## src/rtl/core/tilemap_window_wrap_slicer_assert.svh

```systemverilog
// ----------------------------------------------------------------------------
// tilemap_window_wrap_slicer_assert
// Assertion macros shared by the slicer RTL. Both expect clk and rst in scope.
// ----------------------------------------------------------------------------
`ifndef TILEMAP_WINDOW_WRAP_SLICER_ASSERT_SVH
`define TILEMAP_WINDOW_WRAP_SLICER_ASSERT_SVH

// Same-cycle implication.
`define WWS_ASSERT_IMPLIES(label, ante, cons) \
  label: assert property (@(posedge clk) disable iff (rst) (ante) |-> (cons)) \
    else $error("window slicer check failed");

// Next-cycle implication.
`define WWS_ASSERT_NEXT(label, ante, cons) \
  label: assert property (@(posedge clk) disable iff (rst) (ante) |=> (cons)) \
    else $error("window slicer check failed");

`endif

```

## src/rtl/core/wws_pkg.sv

```systemverilog
// ----------------------------------------------------------------------------
// wws_pkg
// Types and constants shared by the tile-map window slicer modules.
// ----------------------------------------------------------------------------
package wws_pkg;

  localparam logic [12:0] MAP_WIDTH_RST  = 13'd64;
  localparam logic [12:0] MAP_HEIGHT_RST = 13'd32;
  localparam logic [12:0] MAP_SIZE_MAX   = 13'd4096;

  // Configuration register indexes.
  localparam logic REG_MAP_WIDTH  = 1'b0;
  localparam logic REG_MAP_HEIGHT = 1'b1;

  // Remainder unit: 16-bit dividend, two quotient bits per cycle.
  localparam int MOD_RADIX = 2;
  localparam int MOD_STEPS = 16 / MOD_RADIX;
  localparam int MOD_CNT_W = $clog2(MOD_STEPS + 1);

  localparam int QUEUE_DEPTH = 2;
  localparam int QPTR_W      = $clog2(QUEUE_DEPTH);
  localparam int QCNT_W      = $clog2(QUEUE_DEPTH + 1);

  // Up to three segments of one axis.
  typedef struct packed {
    logic [1:0]        n;
    logic [2:0][11:0]  map_start;
    logic [2:0][6:0]   plane_start;
    logic [2:0][7:0]   len;
  } axis_t;

  typedef struct packed {
    axis_t ax;
    axis_t ay;
  } win_t;

endpackage

```

## src/rtl/core/wws_mod.sv

```systemverilog
// ----------------------------------------------------------------------------
// wws_mod
// Iterative floor modulo of a signed 16-bit value by a 13-bit divisor.
// ----------------------------------------------------------------------------
module wws_mod import wws_pkg::*; (
  input  logic        clk,
  input  logic        load,
  input  logic        step,
  input  logic [15:0] value,
  input  logic [12:0] divisor,
  output logic [12:0] result
);

  logic [15:0] mag;
  logic        neg;
  logic [12:0] rem;
  logic [12:0] div;
  logic [15:0] mag_next;
  logic [12:0] rem_next;

  // Restoring remainder, MOD_RADIX dividend bits per cycle.
  always_comb begin
    logic [13:0] t;
    logic [12:0] r;
    logic [15:0] m;
    r = rem;
    m = mag;
    for (int k = 0; k < MOD_RADIX; k++) begin
      t = {r, m[15]};
      m = {m[14:0], 1'b0};
      if (t >= {1'b0, div}) begin
        t = t - {1'b0, div};
      end
      r = t[12:0];
    end
    rem_next = r;
    mag_next = m;
  end

  always_ff @(posedge clk) begin
    if (load) begin
      neg <= value[15];
      mag <= value[15] ? (~value + 16'd1) : value;
      rem <= '0;
      div <= divisor;
    end else if (step) begin
      mag <= mag_next;
      rem <= rem_next;
    end
  end

  // A negative value with a nonzero remainder folds back into range.
  assign result = (neg && rem != 13'd0) ? (div - rem) : rem;

endmodule

```

## src/rtl/core/wws_queue.sv

```systemverilog
// ----------------------------------------------------------------------------
// wws_queue
// Short queue of cut windows between the front and the back.
// ----------------------------------------------------------------------------
module wws_queue import wws_pkg::*; (
  input  logic  clk,
  input  logic  rst,
  input  logic  push,
  input  win_t  push_data,
  output logic  space,
  output logic  valid,
  output win_t  head,
  input  logic  pop
);

  win_t              mem [QUEUE_DEPTH];
  logic [QPTR_W-1:0] wr_ptr;
  logic [QPTR_W-1:0] rd_ptr;
  logic [QCNT_W-1:0] count;

  assign space = (count != QCNT_W'(QUEUE_DEPTH));
  assign valid = (count != '0);
  assign head  = mem[rd_ptr];

  always_ff @(posedge clk) begin
    if (push) begin
      mem[wr_ptr] <= push_data;
    end
  end

  always_ff @(posedge clk) begin
    if (rst) begin
      wr_ptr <= '0;
      rd_ptr <= '0;
      count  <= '0;
    end else begin
      if (push) begin
        wr_ptr <= wr_ptr + QPTR_W'(1);
      end
      if (pop) begin
        rd_ptr <= rd_ptr + QPTR_W'(1);
      end
      if (push && !pop) begin
        count <= count + QCNT_W'(1);
      end else if (pop && !push) begin
        count <= count - QCNT_W'(1);
      end
    end
  end

endmodule

```

## src/rtl/core/wws_front.sv

```systemverilog
// ----------------------------------------------------------------------------
// wws_front
// Takes a window word, reduces its position and cuts both axes into segments.
// ----------------------------------------------------------------------------
module wws_front import wws_pkg::*; #(
  parameter int PLANE_WIDTH  = 64,
  parameter int PLANE_HEIGHT = 32
) (
  input  logic               clk,
  input  logic               rst,
  input  logic [12:0]        map_width,
  input  logic [12:0]        map_height,
  input  logic               in_valid,
  output logic               in_ready,
  input  logic signed [15:0] view_x,
  input  logic signed [15:0] view_y,
  input  logic [6:0]         view_w,
  input  logic [5:0]         view_h,
  output logic               q_push,
  output win_t               q_data,
  input  logic               q_space
);

  localparam logic [7:0]  PW   = 8'(PLANE_WIDTH);
  localparam logic [7:0]  PH   = 8'(PLANE_HEIGHT);

  // Offsets that make any 16-bit position nonnegative without changing its
  // residue, and reciprocals that are exact for every 17-bit dividend.
  localparam int          POS_OFF_X = ((32768 + PLANE_WIDTH - 1) / PLANE_WIDTH) * PLANE_WIDTH;
  localparam int          POS_OFF_Y = ((32768 + PLANE_HEIGHT - 1) / PLANE_HEIGHT) * PLANE_HEIGHT;
  localparam logic [16:0] OFF_X     = 17'(POS_OFF_X);
  localparam logic [16:0] OFF_Y     = 17'(POS_OFF_Y);
  localparam logic [19:0] RECIP_X   = 20'((1 << 24) / PLANE_WIDTH + 1);
  localparam logic [19:0] RECIP_Y   = 20'((1 << 24) / PLANE_HEIGHT + 1);

  function automatic logic [12:0] clamp_map(input logic [12:0] v);
    if (v == 13'd0) begin
      return 13'd1;
    end else if (v > MAP_SIZE_MAX) begin
      return MAP_SIZE_MAX;
    end
    return v;
  endfunction

  // Cuts one axis where the map wraps and where the plane wraps.
  function automatic axis_t cut_axis(input logic [11:0] mpos, input logic [6:0] ppos,
                                     input logic [7:0] s, input logic [12:0] msize,
                                     input logic [7:0] psize, input logic [11:0] mwrap);
    logic [13:0] mend;
    logic [8:0]  pend;
    logic        cond_m;
    logic        cond_p;
    logic [12:0] cm;
    logic [7:0]  cmn;
    logic [7:0]  cp;
    axis_t       a;
    mend   = {2'b0, mpos} + {6'b0, s};
    cond_m = mend > {1'b0, msize};
    pend   = {2'b0, ppos} + {1'b0, s};
    cond_p = pend > {1'b0, psize};
    cm     = msize - {1'b0, mpos};
    cmn    = cm[7:0];
    cp     = psize - {1'b0, ppos};
    a = '0;
    a.map_start[0]   = mpos;
    a.plane_start[0] = ppos;
    if (cond_m && cond_p && cmn < cp) begin
      a.n              = 2'd3;
      a.len[0]         = cmn;
      a.len[1]         = cp - cmn;
      a.len[2]         = s - cp;
      a.plane_start[1] = 7'({1'b0, ppos} + cmn);
      a.map_start[2]   = mwrap;
    end else if (cond_m && cond_p && cp < cmn) begin
      a.n              = 2'd3;
      a.len[0]         = cp;
      a.len[1]         = cmn - cp;
      a.len[2]         = s - cmn;
      a.map_start[1]   = mpos + {4'b0, cp};
      a.plane_start[2] = 7'(cmn - cp);
    end else if (cond_m && cond_p) begin
      // Both wraps fall on the same tile: one cut.
      a.n      = 2'd2;
      a.len[0] = cp;
      a.len[1] = s - cp;
    end else if (cond_m) begin
      a.n              = 2'd2;
      a.len[0]         = cmn;
      a.len[1]         = s - cmn;
      a.plane_start[1] = 7'({1'b0, ppos} + cmn);
    end else if (cond_p) begin
      a.n            = 2'd2;
      a.len[0]       = cp;
      a.len[1]       = s - cp;
      a.map_start[1] = mpos + {4'b0, cp};
    end else begin
      a.n      = 2'd1;
      a.len[0] = s;
    end
    return a;
  endfunction

  logic                 busy;
  logic                 phase;
  logic [MOD_CNT_W-1:0] cnt;
  logic [7:0]           sx;
  logic [7:0]           sy;
  logic [12:0]          msx;
  logic [12:0]          msy;
  logic [11:0]          mpos_x;
  logic [11:0]          mpos_y;
  logic [12:0]          mx_res;
  logic [12:0]          my_res;
  logic [16:0]          pu_x;
  logic [16:0]          pu_y;
  logic [12:0]          pq_x;
  logic [12:0]          pq_y;
  logic [36:0]          prod_x;
  logic [36:0]          prod_y;
  logic [20:0]          qp_x;
  logic [20:0]          qp_y;
  logic [16:0]          pr_x;
  logic [16:0]          pr_y;
  logic [6:0]           px_res;
  logic [6:0]           py_res;
  logic [12:0]          cm_x;
  logic [12:0]          cm_y;
  logic [7:0]           d_x;
  logic [7:0]           d_y;
  logic                 accept;
  logic                 empty;
  logic                 load1;
  logic                 reload;
  logic                 step_all;
  logic                 finishing;

  assign empty      = (view_w == 7'd0) || (view_h == 6'd0);
  assign accept     = in_valid && in_ready;
  assign load1      = accept && !empty;
  assign step_all   = busy && (cnt != MOD_CNT_W'(MOD_STEPS));
  assign reload     = busy && !phase && (cnt == MOD_CNT_W'(MOD_STEPS));
  assign finishing  = busy && phase && (cnt == MOD_CNT_W'(MOD_STEPS)) && q_space;
  assign in_ready   = !busy || finishing;
  assign q_push     = finishing;

  // Second pass: when the plane cut lies past the map cut, the map start of
  // the third segment is (plane cut - map cut) modulo the map size.
  assign cm_x = msx - {1'b0, mx_res[11:0]};
  assign cm_y = msy - {1'b0, my_res[11:0]};
  assign d_x  = PW - {1'b0, px_res} - cm_x[7:0];
  assign d_y  = PH - {1'b0, py_res} - cm_y[7:0];

  wws_mod u_mod_mx (
    .clk     (clk),
    .load    (load1 || reload),
    .step    (step_all),
    .value   (load1 ? view_x : {8'd0, d_x}),
    .divisor (load1 ? clamp_map(map_width) : msx),
    .result  (mx_res)
  );

  wws_mod u_mod_my (
    .clk     (clk),
    .load    (load1 || reload),
    .step    (step_all),
    .value   (load1 ? view_y : {8'd0, d_y}),
    .divisor (load1 ? clamp_map(map_height) : msy),
    .result  (my_res)
  );

  assign prod_x = {20'd0, pu_x} * {17'd0, RECIP_X};
  assign prod_y = {20'd0, pu_y} * {17'd0, RECIP_Y};
  assign qp_x   = {8'd0, pq_x} * {13'd0, PW};
  assign qp_y   = {8'd0, pq_y} * {13'd0, PH};
  assign pr_x   = pu_x - qp_x[16:0];
  assign pr_y   = pu_y - qp_y[16:0];

  // Plane position: the offset position is divided by a reciprocal multiply;
  // the quotient and then the remainder are registered after the load, long
  // before the remainder is first used.
  always_ff @(posedge clk) begin
    if (load1) begin
      pu_x <= {view_x[15], view_x} + OFF_X;
      pu_y <= {view_y[15], view_y} + OFF_Y;
    end
    pq_x   <= prod_x[36:24];
    pq_y   <= prod_y[36:24];
    px_res <= pr_x[6:0];
    py_res <= pr_y[6:0];
  end

  always_comb begin
    q_data.ax = cut_axis(mpos_x, px_res, sx, msx, PW, mx_res[11:0]);
    q_data.ay = cut_axis(mpos_y, py_res, sy, msy, PH, my_res[11:0]);
  end

  always_ff @(posedge clk) begin
    if (rst) begin
      busy  <= 1'b0;
      phase <= 1'b0;
      cnt   <= '0;
    end else if (load1) begin
      busy  <= 1'b1;
      phase <= 1'b0;
      cnt   <= '0;
    end else if (finishing) begin
      busy <= 1'b0;
    end else if (reload) begin
      phase <= 1'b1;
      cnt   <= '0;
    end else if (step_all) begin
      cnt <= cnt + MOD_CNT_W'(1);
    end
  end

  always_ff @(posedge clk) begin
    if (load1) begin
      sx  <= ({1'b0, view_w} > PW) ? PW : {1'b0, view_w};
      sy  <= ({2'b0, view_h} > PH) ? PH : {2'b0, view_h};
      msx <= clamp_map(map_width);
      msy <= clamp_map(map_height);
    end
    if (reload) begin
      mpos_x <= mx_res[11:0];
      mpos_y <= my_res[11:0];
    end
  end

endmodule

```

## src/rtl/core/wws_back.sv

```systemverilog
// ----------------------------------------------------------------------------
// wws_back
// Walks the segments of a cut window and emits one rectangle per word.
// ----------------------------------------------------------------------------
module wws_back import wws_pkg::*; (
  input  logic        clk,
  input  logic        rst,
  input  logic        q_valid,
  input  win_t        q_head,
  output logic        q_pop,
  output logic        out_valid,
  input  logic        out_ready,
  output logic [5:0]  plane_x,
  output logic [4:0]  plane_y,
  output logic [11:0] map_x,
  output logic [11:0] map_y,
  output logic [6:0]  rect_w,
  output logic [5:0]  rect_h,
  output logic        last
);

  logic [1:0] xi;
  logic [1:0] yi;
  logic       emit;
  logic       x_end;
  logic       last_rect;

  assign emit      = q_valid && (!out_valid || out_ready);
  assign x_end     = (xi == q_head.ax.n - 2'd1);
  assign last_rect = x_end && (yi == q_head.ay.n - 2'd1);
  assign q_pop     = emit && last_rect;

  // Rows outer, columns inner.
  always_ff @(posedge clk) begin
    if (rst) begin
      out_valid <= 1'b0;
      xi        <= '0;
      yi        <= '0;
    end else if (emit) begin
      out_valid <= 1'b1;
      if (last_rect) begin
        xi <= '0;
        yi <= '0;
      end else if (x_end) begin
        xi <= '0;
        yi <= yi + 2'd1;
      end else begin
        xi <= xi + 2'd1;
      end
    end else if (out_ready) begin
      out_valid <= 1'b0;
    end
  end

  always_ff @(posedge clk) begin
    if (emit) begin
      plane_x <= q_head.ax.plane_start[xi][5:0];
      plane_y <= q_head.ay.plane_start[yi][4:0];
      map_x   <= q_head.ax.map_start[xi];
      map_y   <= q_head.ay.map_start[yi];
      rect_w  <= q_head.ax.len[xi][6:0];
      rect_h  <= q_head.ay.len[yi][5:0];
      last    <= last_rect;
    end
  end

endmodule

```

## src/rtl/core/tilemap_window_wrap_slicer.sv

```systemverilog
// ----------------------------------------------------------------------------
// tilemap_window_wrap_slicer
// Cuts a view window on a wrapping tile map into plane copy rectangles.
// ----------------------------------------------------------------------------
// The front takes a window in a load cycle, steps the two-bit-per-cycle
// remainder units for the map positions (the plane positions come from a
// reciprocal multiply that settles within these steps), reloads them in a
// turnaround cycle, and steps the map remainder units again for the start of
// a segment beyond the second cut; the next window is taken in the cycle the
// current one enters the two-entry queue, and the front waits while the queue
// is full. A window with zero width or height is taken and produces nothing.
// The back emits one rectangle per cycle from the queue while the output is
// ready, rows outer and columns inner, up to nine per window.
module tilemap_window_wrap_slicer import wws_pkg::*; #(
  parameter int PLANE_WIDTH  = 64,
  parameter int PLANE_HEIGHT = 32
) (
  input  logic               clk,
  input  logic               rst,
  input  logic               cfg_we,
  input  logic               cfg_index,
  input  logic [12:0]        cfg_data,
  input  logic               in_valid,
  output logic               in_ready,
  input  logic signed [15:0] view_x,
  input  logic signed [15:0] view_y,
  input  logic [6:0]         view_w,
  input  logic [5:0]         view_h,
  output logic               out_valid,
  input  logic               out_ready,
  output logic [5:0]         plane_x,
  output logic [4:0]         plane_y,
  output logic [11:0]        map_x,
  output logic [11:0]        map_y,
  output logic [6:0]         rect_w,
  output logic [5:0]         rect_h,
  output logic               last
);

  `include "tilemap_window_wrap_slicer_assert.svh"

  logic [12:0] map_width;
  logic [12:0] map_height;
  logic        q_push;
  win_t        q_data;
  logic        q_space;
  logic        q_valid;
  win_t        q_head;
  logic        q_pop;

  always_ff @(posedge clk) begin
    if (rst) begin
      map_width  <= MAP_WIDTH_RST;
      map_height <= MAP_HEIGHT_RST;
    end else if (cfg_we) begin
      unique case (cfg_index)
        REG_MAP_WIDTH:  map_width  <= cfg_data;
        REG_MAP_HEIGHT: map_height <= cfg_data;
      endcase
    end
  end

  wws_front #(
    .PLANE_WIDTH  (PLANE_WIDTH),
    .PLANE_HEIGHT (PLANE_HEIGHT)
  ) u_front (
    .clk        (clk),
    .rst        (rst),
    .map_width  (map_width),
    .map_height (map_height),
    .in_valid   (in_valid),
    .in_ready   (in_ready),
    .view_x     (view_x),
    .view_y     (view_y),
    .view_w     (view_w),
    .view_h     (view_h),
    .q_push     (q_push),
    .q_data     (q_data),
    .q_space    (q_space)
  );

  wws_queue u_queue (
    .clk       (clk),
    .rst       (rst),
    .push      (q_push),
    .push_data (q_data),
    .space     (q_space),
    .valid     (q_valid),
    .head      (q_head),
    .pop       (q_pop)
  );

  wws_back u_back (
    .clk       (clk),
    .rst       (rst),
    .q_valid   (q_valid),
    .q_head    (q_head),
    .q_pop     (q_pop),
    .out_valid (out_valid),
    .out_ready (out_ready),
    .plane_x   (plane_x),
    .plane_y   (plane_y),
    .map_x     (map_x),
    .map_y     (map_y),
    .rect_w    (rect_w),
    .rect_h    (rect_h),
    .last      (last)
  );

  `WWS_ASSERT_IMPLIES(a_push_has_space, q_push, q_space)
  `WWS_ASSERT_IMPLIES(a_pop_has_word, q_pop, q_valid)
  `WWS_ASSERT_IMPLIES(a_head_nonempty, q_valid, (q_head.ax.n != 2'd0) && (q_head.ay.n != 2'd0))
  `WWS_ASSERT_NEXT(a_push_shows, q_push && !q_valid, q_valid)

endmodule

```

## config.mk

```make
export PLATFORM = sky130hd
export DESIGN_NAME = tilemap_window_wrap_slicer
export DESIGN_NICKNAME = d
export VERILOG_FILES = /design/src/rtl/core/wws_pkg.sv /design/src/rtl/core/wws_mod.sv /design/src/rtl/core/wws_queue.sv /design/src/rtl/core/wws_front.sv /design/src/rtl/core/wws_back.sv /design/src/rtl/core/tilemap_window_wrap_slicer.sv
export VERILOG_INCLUDE_DIRS = /design/src /design/src/rtl/core
export SDC_FILE = /design/constraint.sdc
export NUM_CORES = 1
export LEC_CHECK = 0
export ABC_AREA = 1
export BUFFER_PORTS_ARGS = -buffer_cell sky130_fd_sc_hd__buf_2
export CORE_AREA = 3 3 188 328
export DETAILED_ROUTE_END_ITERATION = 8
export DIE_AREA = 0 0 191 331
export GPL_ROUTABILITY_DRIVEN = 0
export HOLD_SLACK_MARGIN = 0.15
export PLACE_DENSITY = 0.75
export SLEW_MARGIN = 15
export SYNTH_ARGS = -nofsm -noshare
export SYNTH_HDL_FRONTEND = slang
export SYNTH_SLANG_ARGS = --single-unit
export TNS_END_PERCENT = 5
```

## constraint.sdc

```tcl
create_clock -name clk -period 11.3 [get_ports clk]
set_clock_uncertainty 0.1 [all_clocks]
set_input_delay 1.695 -clock clk [delete_from_list [all_inputs] [get_ports clk]]
set_output_delay 1.695 -clock clk [all_outputs]
set_load 0.03 [all_outputs]
```

==> run_results.csv <==
group,metric,value,unit
status,run_status,"complete, no violations",
clock_network,cts.htree.levels,2,
clock_network,ctsLongestPathBuffers,3,
critical_path,worstRegToRegCells,22,
synthesis,yosys_warn_count,0,
critical_path,timing.reg2reg.setup_slack,5.51,ns
critical_path,worst_r2r_startpoint,"u_front.u_mod_my.mag[15]$_DFFE_PP_",
pwr,leakage,16.3,nW
critical_path,worst-path-max-fanout,23,
global_routing,grt_max_degree,85,
cells_and_area,num-nets-final,4253,
cells_and_area,layout.cells.most_common_list,"nand2_1 (660), inv_1 (508), edfxtp_1 (482)",
clock_network,cts-resized-gates,0,
critical_path,worst-path-stages,22,
synthesis,async_flop_share,0,
clock_network,cts-buffers-inserted,51,
synthesis,netlist_area,0.0342,mm2
critical_path,path_common_cell,"nand3_1",
timing,fin_crit,5.79,ns
critical_path,cp_num_buf_inv,3,
placement,post_placement_worst_setup_slack,5.43,ns
clock_network,clkLatencyLatePin,0.60,ns
global_routing,initial_antenna_violation_count,4,
drt,wl_per_cell,18.7,um
synthesis,yosys.area_share.xor_xnor,0.0466,
floorplanning,placement_rows,118,
critical_path,launching_element_type_of_the_critical_path,"register",
critical_path,critical_path.startpoint,"u_front.u_mod_my.mag[15]$_DFFE_PP_",
critical_path,worstSetupEndpointType,"register",
pwr,power_consumption,8.08,mW
clock_network,clkTransAtPathRegs,0.07,ns
clock_network,post_cts.repair.setup_buffers,0,
global_routing,grt.total_usage,0.277,
cells_and_area,area_growth,9.28,%
clock_network,cts_hold_buffers,0,
timing,max_slew_margin_vs_limit,0.230,
drt,vias,27300,
drt,drcViolationCount,0,
critical_path,timing.critical_path.cells,"inv_1, ha_1, inv_1, fa_1, nand3_1, nand3_1, a31o_2, nand4_1, nand3_1, o21ai_0, inv_1, ha_1, a21o_1, a21oi_1, o21ai_1, a21boi_1, o21bai_1, a21oi_2, nand2_2, nand2_1, nand3_1, a21oi_1",
clock_network,clock_sink_count,567,
drt,drt.antenna.violating_nets,0,
critical_path,crit_path_top_delay_cell,"nand3_1",
synthesis,synth_seq_area_share,0.473,
synthesis,synth_top_cells_by_area,"edfxtp_1 (42%), ha_1 (8.9%), nand2_1 (7.2%)",
critical_path,critPathKind,"register to register",
synthesis,post_synthesis_adder_cell_area_fraction,0.111,
critical_path,cp.arrival,6.21,ns
timing,max_clock_freq,0.173,GHz
cells_and_area,share_of_layout_cells_above_drive_strength_1,0.0777,
critical_path,crit_required,11.72,ns
timing,postLayoutSetupSlackWorst,5.51,ns
timing,slew_violations,0,
placement,io_buffers,114,
synthesis,muxShareOfSynthArea,0.000585,
floorplanning,dieArea,0.0632,mm2
global_routing,total_overflow_reported_by_the_global_router,0,
synthesis,synth_top_family_by_area,"simple AND/OR/NAND/NOR gates",
synthesis,post_synth_num_cell_types,60,
placement,place_inst,4635,
global_routing,grt_pass1_wl,137000,um
floorplanning,design.portCount,115,
critical_path,cp-endpoint,"u_front.u_mod_my.rem[10]$_SDFFE_PN0P_",
timing,setup-violations-final,0,
synthesis,synth_compound_area_frac,0.121,
worst_hold_path,hold-path-cell-count,0,
synthesis,synth-seq-cells,567,
floorplanning,floorplan.initialDensity,0.578,
synthesis,synth_simple_gate_area_share,0.176,
critical_path,reg2reg_to,"u_front.u_mod_my.rem[10]$_SDFFE_PN0P_",
clock_network,root_buffer,"clkbuf_16",
drt,firstDrtPassIters,7,
floorplanning,core-area,0.0592,mm2
cells_and_area,final_non_filler_cell_total,4733,
timing,timing.final.crit_share,0.513,
cells_and_area,final_cell_area,0.0374,mm2
synthesis,synth_ff_type,"edfxtp_1",
worst_hold_path,hold_class,"register to register",
placement,placed_cell_area,0.0355,mm2
drt,drtIter0Drc,2382,
clock_network,tritoncts_clock_tree,"done",
synthesis,synth_fp_nets,4181,
cells_and_area,fillers,4913,
timing,tightestPinTransition,1.15,ns
timing,hold_violations,0,
drt,routed_via_density,5.77,
drt,drt-total-wl,88600,um
pwr,worst_ir_drop_vdd,0.000125,V
cells_and_area,final_common_cell,"nand2_1",
synthesis,synth.largest_area_cell,"edfxtp_1",
critical_path,critPathMaxStageDelay,0.62,ns
timing,final.setup.tns,0,ns
synthesis,synth_top_cell_area_share,0.423,
pwr,p_per_area,216,mW/mm2
synthesis,post_synth.cell_area_avg,8.92,um2
floorplanning,die_h,331,um
synthesis,synth-edff-count,482,
global_routing,grt_pass1_vias,26300,
flow_run,timing.max_cap.violations,0,
synthesis,synthCells,3836,
floorplanning,dieWidth,191,um
timing,rsz_0062_raised_after_global_routing,"false",
critical_path,timing.critical_path.max_delay_family,"compound AO/OA/AOI/OAI gates",
placement,detailedPlacementHpwl,65800,um
timing,fin_hold_ws,0.240,ns
cells_and_area,finalCoreUtilization,0.632,
sequential cells by signal, summed over array words and instances (netlist names), 13 cells and up, named ones only:
register              flops
map_height               13
u_front.u_mod_mx.rem     13
map_width                13
u_front.u_mod_mx.div     13
u_front.u_mod_mx.mag     16
u_queue.mem             296
u_front.u_mod_my.div     13
u_front.u_mod_my.rem     13
u_front.u_mod_my.mag     16
u_front.msx              13
u_front.msy              13
area by class of cell:
| cell class | instances | area, um2 | area share |
|---|---|---|---|
| diodes | 3 | 7.51 | 0.000201 |
| multi-input cells | 2633 | 15600 | 0.418 |
| clock inverters | 39 | 548 | 0.0147 |
| repair buffers | 135 | 728 | 0.0195 |
| clock buffers | 56 | 1370 | 0.0366 |
| inverters | 520 | 1960 | 0.0523 |
| well taps | 780 | 976 | 0.0261 |
| flip-flops and latches | 567 | 16200 | 0.433 |
cells in the mapped netlist, drive strengths merged (3+ instances only):
library cell / number
fa: 38
nor3: 21
o21a: 7
ha: 243
nand2: 680
nor3b: 7
inv: 519
nand3b: 4
a21oi: 238
nor2: 413
o32ai: 25
clkbuf: 68
a21boi: 5
buf: 48
a31o: 3
nand4: 50
a21o: 5
nor4: 6
o221ai: 4
xnor2: 55
or2: 12
o21bai: 24
o211ai: 11
o22ai: 37
o21ai: 373
edfxtp: 482
xor2: 127
a31oi: 6
nand3: 221
dfxtp: 85
cell families (layout without fill, tap and decap cells):
kind of cell               count (synthesis)  after routing
and+or+nand+nor                         1420           1420
AOI/OAI and AO/OA                        748            748
buffers and inverters                    636            750
DFF                                      567            567
adders and majority gates                281            281
xor gates and xnor gates                 182            182
muxes                                      2              2
other                                      0              3
routing by layer:
layer	track usage	wire length [um]
met5	0	0
met4	0.130	4740
met3	0.0327	5250
met2	0.492	44400
met1	0.333	34300
worst reg2reg max path, delay by kind of cell (launching register included):
kind | cells | cell delay, ns
AOI/OAI and AO/OA | 9 | 2.47
and+or+nand+nor | 7 | 1.58
adders and majority gates | 3 | 0.95
DFF | 1 | 0.39
buffers and inverters | 3 | 0.23
how the worst min path moves through the flow:
stage                                          from                         to  slack (ns)
after floorplan           u_front.pu_x[0]$_DFFE_PP_  u_front.px_res[0]$_DFF_P_        0.22
after global placement    u_front.pu_y[0]$_DFFE_PP_  u_front.py_res[0]$_DFF_P_        0.22
after detailed placement  u_front.pu_x[3]$_DFFE_PP_  u_front.px_res[3]$_DFF_P_        0.23
after CTS                 u_front.pu_x[3]$_DFFE_PP_  u_front.px_res[3]$_DFF_P_        0.24
after global routing      u_front.pu_x[3]$_DFFE_PP_  u_front.px_res[3]$_DFF_P_        0.25
final                     u_front.pu_x[3]$_DFFE_PP_  u_front.px_res[3]$_DFF_P_        0.24
power by group:
group | total [mW] | leakage [nW] | internal [mW] | switching [mW]
Combinational | 3.54 | 10.2 | 1.24 | 2.30
Sequential | 2.57 | 5.17 | 2.45 | 0.114
Clock | 1.96 | 0.896 | 1.16 | 0.807
Total | 8.08 | 16.3 | 4.85 | 3.22
(Power assumes the default switching activity.)
